<file path="src/hdl/rrfp_pkg.sv">
package rrfp_pkg;

  // Frame bytes
  localparam logic [7:0] HDR_BYTE  = 8'hAA;
  localparam logic [7:0] TAIL_BYTE = 8'h55;
  localparam logic [7:0] MOVE_CODE = 8'h01;

  // Frame layout
  localparam int unsigned KEPT_BYTES = 6;
  localparam int unsigned CLOSE_POS  = 6;

  // Distance window, centimeters
  localparam logic [15:0] DIST_MAX_CM = 16'd1000;

  localparam int unsigned RRFP_DEPTH_DEF = 16;

  localparam int unsigned DIST_W = 10;

  typedef struct packed {
    logic              report_accepted;
    logic              distance_updated;
    logic              presence_flag;
    logic              movement_flag;
    logic [DIST_W-1:0] distance_cm;
  } rrfp_result_t;

endpackage

</file>
<file path="src/hdl/radar_report_frame_parser.sv">
// Channel | Handshake                 | Payload
// rx in   | in_valid_i / in_ready_o   | rx_byte_i[7:0]
// rpt out | out_valid_o / out_ready_i | report_accepted_o, distance_updated_o,
//         |                           | presence_flag_o, movement_flag_o,
//         |                           | distance_cm_o[9:0]
//
// One byte per cycle sustained unless a closing byte stalls: input register,
// one pass of deframe logic, result register, the last loaded by a closing byte.
// A byte that closes a frame waits in the input register only while the
// result register holds a report not yet taken; other bytes never stall.
// Reset (rst_ni low, async) clears frame bytes, position and held flags.
module radar_report_frame_parser import rrfp_pkg::*; #(
  parameter int unsigned FRAME_BUFFER_DEPTH = RRFP_DEPTH_DEF
) (
  input  logic              clk_i,
  input  logic              rst_ni,
  input  logic              in_valid_i,
  output logic              in_ready_o,
  input  logic [7:0]        rx_byte_i,
  output logic              out_valid_o,
  input  logic              out_ready_i,
  output logic              report_accepted_o,
  output logic              distance_updated_o,
  output logic              presence_flag_o,
  output logic              movement_flag_o,
  output logic [DIST_W-1:0] distance_cm_o
);

  logic         byte_valid;
  logic [7:0]   byte_q;
  logic         close;
  logic         slot_free;
  logic         step;
  rrfp_result_t core_result;
  rrfp_result_t out_result;

  // A closing byte needs a free result slot; anything else moves on at once.
  assign step = byte_valid && (!close || slot_free);

  rrfp_in_stage u_in (
    .clk_i   (clk_i),
    .rst_ni  (rst_ni),
    .valid_i (in_valid_i),
    .ready_o (in_ready_o),
    .byte_i  (rx_byte_i),
    .take_i  (step),
    .valid_o (byte_valid),
    .byte_o  (byte_q)
  );

  rrfp_deframer #(
    .FRAME_BUFFER_DEPTH (FRAME_BUFFER_DEPTH)
  ) u_deframer (
    .clk_i    (clk_i),
    .rst_ni   (rst_ni),
    .step_i   (step),
    .byte_i   (byte_q),
    .close_o  (close),
    .result_o (core_result)
  );

  rrfp_out_stage u_out (
    .clk_i    (clk_i),
    .rst_ni   (rst_ni),
    .load_i   (step && close),
    .result_i (core_result),
    .ready_i  (out_ready_i),
    .valid_o  (out_valid_o),
    .free_o   (slot_free),
    .result_o (out_result)
  );

  assign report_accepted_o  = out_result.report_accepted;
  assign distance_updated_o = out_result.distance_updated;
  assign presence_flag_o    = out_result.presence_flag;
  assign movement_flag_o    = out_result.movement_flag;
  assign distance_cm_o      = out_result.distance_cm;

endmodule

</file>
<file path="src/hdl/rrfp_in_stage.sv">
module rrfp_in_stage import rrfp_pkg::*; (
  input  logic       clk_i,
  input  logic       rst_ni,
  input  logic       valid_i,
  output logic       ready_o,
  input  logic [7:0] byte_i,
  input  logic       take_i,
  output logic       valid_o,
  output logic [7:0] byte_o
);

  logic       valid_q;
  logic [7:0] byte_q;

  assign ready_o = !valid_q || take_i;
  assign valid_o = valid_q;
  assign byte_o  = byte_q;

  always_ff @(posedge clk_i or negedge rst_ni) begin
    if (!rst_ni) begin
      valid_q <= 1'b0;
    end else if (ready_o) begin
      valid_q <= valid_i;
    end
  end

  always_ff @(posedge clk_i) begin
    if (ready_o && valid_i) begin
      byte_q <= byte_i;
    end
  end

endmodule

</file>
<file path="src/hdl/rrfp_deframer.sv">
module rrfp_deframer import rrfp_pkg::*; #(
  parameter int unsigned FRAME_BUFFER_DEPTH = RRFP_DEPTH_DEF
) (
  input  logic         clk_i,
  input  logic         rst_ni,
  input  logic         step_i,
  input  logic [7:0]   byte_i,
  output logic         close_o,
  output rrfp_result_t result_o
);

  localparam int unsigned PosW = $clog2(FRAME_BUFFER_DEPTH);
  localparam logic [PosW-1:0] ClosePos = PosW'(CLOSE_POS);
  localparam logic [PosW-1:0] KeptPos  = PosW'(KEPT_BYTES);
  localparam logic [PosW:0]   WrapPos  = (PosW+1)'(FRAME_BUFFER_DEPTH);

  logic [7:0]        frame_q [KEPT_BYTES];
  logic [PosW-1:0]   pos_q, pos_d;
  logic              presence_q, movement_q;
  logic [DIST_W-1:0] distance_q;

  logic          is_hdr, is_close, do_store;
  logic [PosW:0] pos_inc;
  logic          hdr_ok, dist_ok;
  logic [15:0]   raw_dist;
  logic          presence_d, movement_d;
  logic [DIST_W-1:0] distance_d;

  assign is_hdr   = (byte_i == HDR_BYTE);
  assign is_close = !is_hdr && (pos_q == ClosePos) && (byte_i == TAIL_BYTE) &&
                    (frame_q[5] == TAIL_BYTE);
  assign pos_inc  = {1'b0, pos_q} + (PosW+1)'(1);
  assign do_store = !is_hdr && !is_close && (pos_q != '0) && (pos_q < KeptPos);

  always_comb begin
    if (is_hdr) begin
      pos_d = (frame_q[0] == HDR_BYTE) ? PosW'(2) : PosW'(1);
    end else if (is_close) begin
      pos_d = '0;
    end else if (pos_q != '0) begin
      pos_d = (pos_inc == WrapPos) ? '0 : pos_inc[PosW-1:0];
    end else begin
      pos_d = pos_q;
    end
  end

  // Evaluation of the closed frame
  assign hdr_ok   = (frame_q[0] == HDR_BYTE) && (frame_q[1] == HDR_BYTE);
  assign raw_dist = {frame_q[4], frame_q[3]};
  assign dist_ok  = hdr_ok && (raw_dist != '0) && (raw_dist <= DIST_MAX_CM);

  assign presence_d = hdr_ok ? (frame_q[2] != '0) : presence_q;
  assign movement_d = hdr_ok ? (frame_q[2] == MOVE_CODE) : movement_q;
  assign distance_d = dist_ok ? raw_dist[DIST_W-1:0] : distance_q;

  assign close_o                   = is_close;
  assign result_o.report_accepted  = hdr_ok;
  assign result_o.distance_updated = dist_ok;
  assign result_o.presence_flag    = presence_d;
  assign result_o.movement_flag    = movement_d;
  assign result_o.distance_cm      = distance_d;

  always_ff @(posedge clk_i or negedge rst_ni) begin
    if (!rst_ni) begin
      pos_q      <= '0;
      presence_q <= 1'b0;
      movement_q <= 1'b0;
      distance_q <= '0;
      for (int i = 0; i < KEPT_BYTES; i++) begin
        frame_q[i] <= '0;
      end
    end else if (step_i) begin
      pos_q <= pos_d;
      if (is_hdr) begin
        if (frame_q[0] == HDR_BYTE) begin
          frame_q[1] <= byte_i;
        end else begin
          frame_q[0] <= byte_i;
        end
      end else if (do_store) begin
        frame_q[pos_q[2:0]] <= byte_i;
      end
      if (is_close) begin
        presence_q <= presence_d;
        movement_q <= movement_d;
        distance_q <= distance_d;
      end
    end
  end

  a_dist_range: assert property (@(posedge clk_i) disable iff (!rst_ni)
    distance_q <= DIST_MAX_CM[DIST_W-1:0])
    else $error("held distance out of range");

  a_close_resets_pos: assert property (@(posedge clk_i) disable iff (!rst_ni)
    step_i && is_close |=> pos_q == '0)
    else $error("position not cleared after close");

  a_hdr_pos: assert property (@(posedge clk_i) disable iff (!rst_ni)
    step_i && is_hdr |=> (pos_q == PosW'(1) || pos_q == PosW'(2)))
    else $error("header did not set position");

  a_move_implies_presence: assert property (@(posedge clk_i) disable iff (!rst_ni)
    movement_q |-> presence_q)
    else $error("movement without presence");

endmodule

</file>
<file path="src/hdl/rrfp_out_stage.sv">
module rrfp_out_stage import rrfp_pkg::*; (
  input  logic         clk_i,
  input  logic         rst_ni,
  input  logic         load_i,
  input  rrfp_result_t result_i,
  input  logic         ready_i,
  output logic         valid_o,
  output logic         free_o,
  output rrfp_result_t result_o
);

  logic         valid_q;
  rrfp_result_t result_q;

  assign valid_o  = valid_q;
  assign free_o   = !valid_q || ready_i;
  assign result_o = result_q;

  always_ff @(posedge clk_i or negedge rst_ni) begin
    if (!rst_ni) begin
      valid_q <= 1'b0;
    end else if (load_i) begin
      valid_q <= 1'b1;
    end else if (ready_i) begin
      valid_q <= 1'b0;
    end
  end

  always_ff @(posedge clk_i) begin
    if (load_i) begin
      result_q <= result_i;
    end
  end

endmodule

</file>
<file path="config.mk">
export PLATFORM = sky130hd
export DESIGN_NAME = radar_report_frame_parser
export DESIGN_NICKNAME = d
export VERILOG_FILES = /design/src/hdl/rrfp_pkg.sv /design/src/hdl/radar_report_frame_parser.sv /design/src/hdl/rrfp_in_stage.sv /design/src/hdl/rrfp_deframer.sv /design/src/hdl/rrfp_out_stage.sv
export SDC_FILE = /design/constraint.sdc
export NUM_CORES = 1
export LEC_CHECK = 0
export BUFFER_PORTS_ARGS = -buffer_cell sky130_fd_sc_hd__buf_2
export CAP_MARGIN = 20
export CELL_PAD_IN_SITES_DETAIL_PLACEMENT = 0
export CELL_PAD_IN_SITES_GLOBAL_PLACEMENT = 1
export CORE_ASPECT_RATIO = 0.9
export CORE_UTILIZATION = 37
export CTS_CLUSTER_SIZE = 16
export DETAILED_ROUTE_END_ITERATION = 10
export PLACE_DENSITY = 0.61
export SLEW_MARGIN = 10
export SYNTH_ARGS = -nofsm -noshare
export SYNTH_HDL_FRONTEND = slang
export SYNTH_SLANG_ARGS = --single-unit
</file>
<file path="constraint.sdc">
create_clock -name clk_i -period 2.6 [get_ports clk_i]
set_clock_uncertainty 0.1 [all_clocks]
set_input_delay 0.13 -clock clk_i [delete_from_list [all_inputs] [get_ports clk_i]]
set_output_delay 0.13 -clock clk_i [all_outputs]
set_load 0.1 [all_outputs]
</file>
Yosys cells after proc, flatten, opt, wreduce, memory -nomap -nowiden
Cells that the tools add are included.

Register bits: 88. Latch bits: 0. Memory bits (writable): 0. ROM bits: 0. Input bits: 12. Output and inout bits: 16. Word-level logic and storage cells: 83. Memories: 0.

$add $sub $neg: 1. $mul: 0. Div/mod/pow operators: 0. Order comparisons: 4. Eq/ne operators: 10. Shifts and indexed selects: 0. Mux-type cells: 17. Bitwise gates (word level): 2. Reductions and logical operators: 31.

Operators with widths (count): $bwmux 48 (1); $mux 48 (1); $demux 8 s3 (1); $eq 8x8->1 const B (3); $mux 8 (3); $eq 8x7->1 const B (2); $le 16x10->1 const B (1); $mux 16 (1); $mux 4 (4); $reduce_bool 16->1 (1); $logic_and 1x1->1 (13); $mux 10 (1); $reduce_and 3->1 (3); $eq 8x1->1 const B (1); $reduce_bool 8->1 (1); $add 4x1->5 const B (1); $eq 5x5->1 const B (1); $eq 4x3->1 const B (1); $ge 4x4->1 const B (1); $logic_not 1->1 (4); $lt 4x1->1 const B (1); $lt 4x3->1 const B (1); $mux 1 (4); $ne 2x2->1 const B (2); other kinds (8) (12).

Depth between registers and ports, before layout
Depth in word-level cells: 11. Gate-level depth with buffers: 10. Gate-level depth less buffers: 7.

Cells and area by module
Synthesis repeated with hierarchy kept, for this count alone.

Cells, all modules: 271. Area total of the unflattened synthesis: 3789.9 um^2.

Modules (own cells, without submodules): rrfp_deframer (times used 1, cells each 239, area an instance 3009.1 um^2, sequential area each 1601.5 um^2); rrfp_out_stage (times used 1, cells each 17, area an instance 467.9 um^2, sequential area each 445.4 um^2); rrfp_in_stage (times used 1, cells each 12, area an instance 294.0 um^2, sequential area each 265.3 um^2); radar_report_frame_parser (times used 1, cells each 3, area an instance 18.8 um^2, sequential area each 0.0 um^2).

Worst setup path after synthesis
Ideal clock, no wire load.

Path kind: register to register. Start point: register u_deframer.pos_q[0]. End point: register u_deframer.frame_q[10] in the netlist's numbering. Setup time: 0.125 ns. Data arrival time: 2.502 ns. Data required time: 2.375 ns. Path slack: -0.128 ns. Stages on the path, launching flop included: 11. Buffers on the path: 3. Period minus slack after synthesis: 2.728 ns. Cells stage by stage: dfrtp_1 -> clkbuf_1 -> inv_1 -> ha_1 -> nand4bb_1 -> or4_4 -> o211a_1 -> buf_6 -> and4_4 -> buf_6 -> mux2_4.

Cells in the longest elaborated chain, start to end: 9. Elaborated cells on any way between the ends: 20. Classes of those cells: order compare: 3; eq/ne: 1; mux: 3; bitwise: 1; reduce/logical: 12.

Ends and longest elaborated chain: start, declared (line rrfp_deframer.sv:18) `logic [PosW-1:0] pos_q, pos_d;`; start signal, assigned (line rrfp_deframer.sv:73) `pos_q <= pos_d;`; branches (longest 9 deep; another with $ge 4x4->1); end signal, assigned by index (line rrfp_deframer.sv:81) `frame_q[pos_q[2:0]] <= byte_i;`; end, declared (line rrfp_deframer.sv:17) `logic [7:0] frame_q [KEPT_BYTES];`.

Parallel ways; which one is timed is not known. A chain may end at the register's enable or synchronous reset.

Worst setup path after layout
Start point: register u_deframer.pos_q[1]. End point: register u_deframer.frame_q[17] in the netlist's numbering.

Same word-level chain as after synthesis.

==> metrics.md <==
| Metric | Value |
|---|---|
| Fill cells | 928 |
| FF+latch count, synth | 88 |
| Clock tree buffer depth | 2 |
| Minimum clock period | 2.50 ns |
| Critical Path RT | 2.72 ns |
| Final ANT Viol Nets | 0 |
| Total CTS buffers | 9 |
| Syn Nets | 288 |
| Nets | 356 |
| Initial antenna violation count | 0 |
| Commonest non-fill, non-tap cells in the layout | dfrtp_1 (66), mux2_2 (45), buf_4 (28) |
| Post-route setup slack | 0.0977 ns |
| WL/cell | 18.1 um |
| Drt drc | 0 |
| Die footprint | 10900 sq um |
| CP cell instances | buf_4, ha_1, nand4bb_1, or4_4, o211a_1, nor4b_4, buf_4, mux2_1 |
| Mapped Avg Cell Area | 14.2 sq um |
| Reg2reg end | u_deframer.frame_q[17] |
| Skew-Pair Late Insertion Delay | 0.34 ns |
| Async S/R FF share, synth | 0.750 |
| PwrDens | 944 nW/um^2 |
| RSZ-0062 raised after global routing | no |
| CP top delay family | simple AND/OR/NAND/NOR gates |
| Commonest non-fill, non-tap cell in the layout | dfrtp_1 |
| Hold Path Class | in2reg |
| Final Hold Vio Count | 0 |
| Port Buffers | 27 |
| Hold Crit Start | out_ready_i |
| Synth unique cells | 48 |
| Share of layout cells above drive strength 1 | 0.399 |
| Clk pin slew, worst setup/hold paths | 0.06 ns |
| Post-synth EDFFs | 22 |
| Post-DP HPWL | 6.13 mm |
| Outcome | complete, no violations |
| Setup-failing EPs final | 0 |
| CP Class | reg2reg |
| H-tree depth | 3 |
| Placer Congestion | 0.803 |
| Final wirelength | 8.59 mm |
| Register area | 2310 sq um |
| Crit path top cell by count | buf_4 |
| Sink Count | 88 |
| Static Leak | 2.06 nW |
| Max incr delay on CP | 0.48 ns |
| Post-synthesis sequential area ratio | 0.598 |
| Fmax | 400 MHz |
| Vias per inst | 5.15 |
| Final slew viol count | 0 |
| Io pins | 28 |
| Die X | 110 um |
| Die height | 99.0 um |
| CP endpoint kind | register |
| CP max-delay cell | or4_4 |
| Worst path bufs/invs | 2 |
| Yosys warning total | 0 |
| Largest net degree at the start of global routing | 40 |
| CP max FO | 8 |
| Place WS | -0.0237 ns |
| CTS tree | yes |
| Syn Inst Count | 273 |
| Hold Crit Endpoint | u_in.valid_o |
| Worst setup SP type | register |
| Yosys top cell by area | dfrtp_1 |
| Via count | 2448 |
| DRT iter0 DRCs | 87 |
| Top cells by area, synth | dfrtp_1 (43%), edfxtp_1 (17%), mux2_2 (13%) |
| Setup TNS | 0 ns |
| Post-synth top area share | 0.427 |
| Post-synth top flop | dfrtp_1 |
| Maxcap violations | 0 |
| Measured slew at the worst slew-check pin | 0.827 ns |
| Root Buffer | clkbuf_16 |
| Worst vdd ir | 0.304 mV |
| Grt total ovfl | 0 |
| FF-to-FF path depth | 8 |
| Hold Path Depth | 4 |
| Total GRT Usage | 0.183 |
| Slew HR | 0.446 |
| Area of the multi-input gates | 1480 sq um |
| Initial Util | 0.379 |
| Diodes inserted | 0 |
| Final core area utilization | 0.466 |
| Final period utilization | 0.962 |
| WP data arrival | 2.62 ns |
| Post-synthesis instance area | 3870 sq um |
| First-pass GRT wire length | 14.6 mm |
| TritonRoute pass-1 iters | 4 |
| Origin of the critical flop-to-flop path | u_deframer.pos_q[1] |
| Standard-cell row count | 35 |
| Reg2Reg Setup Slack | 0.1 ns |
| Vias in the first global route | 2683 |
| Area of the core | 10200 sq um |
| Area Growth Syn to Fin | 23.1% |
## registers in the layout, summed over array words and instances, names as in the netlist
| signal | count |
|---|---|
| u_deframer.frame_q | 48 |
| u_out.result_o | 14 |
| u_deframer.distance_q | 10 |
| u_in.byte_o | 8 |
| u_deframer.pos_q | 4 |
| u_deframer.movement_q | 1 |
| u_deframer.presence_q | 1 |
| u_in.valid_o | 1 |
| u_out.valid_o | 1 |
## worst min-delay path, cell delays in order
cell     delay (ns)
buf_2          0.08
nor2b_1        0.07
nand3_1        0.11
nand2_1        0.06
## cells in the mapped netlist (4+ instances only)
cell	count
dfrtp_1	66
mux2_2	45
edfxtp_1	22
nand2_1	15
inv_1	10
mux2_4	8
a21oi_1	7
nor2_1	6
nor4bb_1	6
o21ai_0	6
clkbuf_1	5
mux2i_1	5
nand3_1	5
a22o_1	4
a32o_1	4
nor3_1	4
o22a_1	4
## what timing repair did
item                                    CTS  global route
endpoints found under the hold margin    36             0
gates resized for setup                   2             0
hold buffers                             10             0
buffers inserted                          1             0
endpoints found under the setup margin   14             0
## stage by stage
stage | hold slack, ns | power, mW | cell area (sq um) | cells
2_1_floorplan | -0.266 | 2.89 | 3880 | 273
3_3_place_gp | 0.106 | 3.23 | 4350 | 448
3_5_place_dp | 0.104 | 3.26 | 4350 | 448
4_1_cts | 0.0531 | 4.53 | 4760 | 475
5_1_grt | 0.0928 | 4.78 | 4760 | 475
6_report | 0.0599 | 4.49 | 4760 | 475
## worst max path at each step
stage | start | cells past startpoint | endpoint
6_report | u_deframer.pos_q[1] | 8 | u_deframer.frame_q[17]
5_1_grt | u_deframer.frame_q[40] | 5 | u_out.result_o[4]
4_1_cts | u_deframer.frame_q[40] | 5 | u_out.result_o[7]
3_5_place_dp | u_deframer.pos_q[0] | 7 | u_deframer.frame_q[18]
3_3_place_gp | u_deframer.frame_q[40] | 5 | u_out.result_o[7]
2_1_floorplan | u_deframer.pos_q[1] | 9 | u_deframer.frame_q[18]
## report_power, final
group	internal, mW	switching, mW	leakage (nW)	total [mW]
registers	1.81	0.297	1.03	2.10
clock network	0.662	0.562	0.134	1.22
logic	0.655	0.511	0.901	1.17
total	3.12	1.37	2.06	4.49
## kinds of logic (layout without fill, tap and decap cells)
family	count (synthesis)	in the layout	share of synthesized area
mux	60	60	0.181
flops	88	88	0.598
simple gates	64	64	0.111
compound gates	38	38	0.0764
fa+ha+maj	3	3	0.00971
buf+inv	20	93	0.0243
## area by class of cell
cell class                 count  share of cell area
sequential                    88               0.486
multi-input combinational    165               0.311
timing repair buffer          67               0.102
clock buffer                  10              0.0481
tap                          129              0.0339
clock inverter                 6              0.0108
inverter                      10             0.00841
## metal layers
layer  vias to the layer above  global-route usage  wire length [um]
li1                       1165                   -                 -
met1                      1231               0.267              4290
met2                        38               0.272              3950
met3                        14              0.0265               169
met4                         0              0.0779               179
met5                         -                   0                 0
Note: power is estimated with default switching activity, not from simulation.
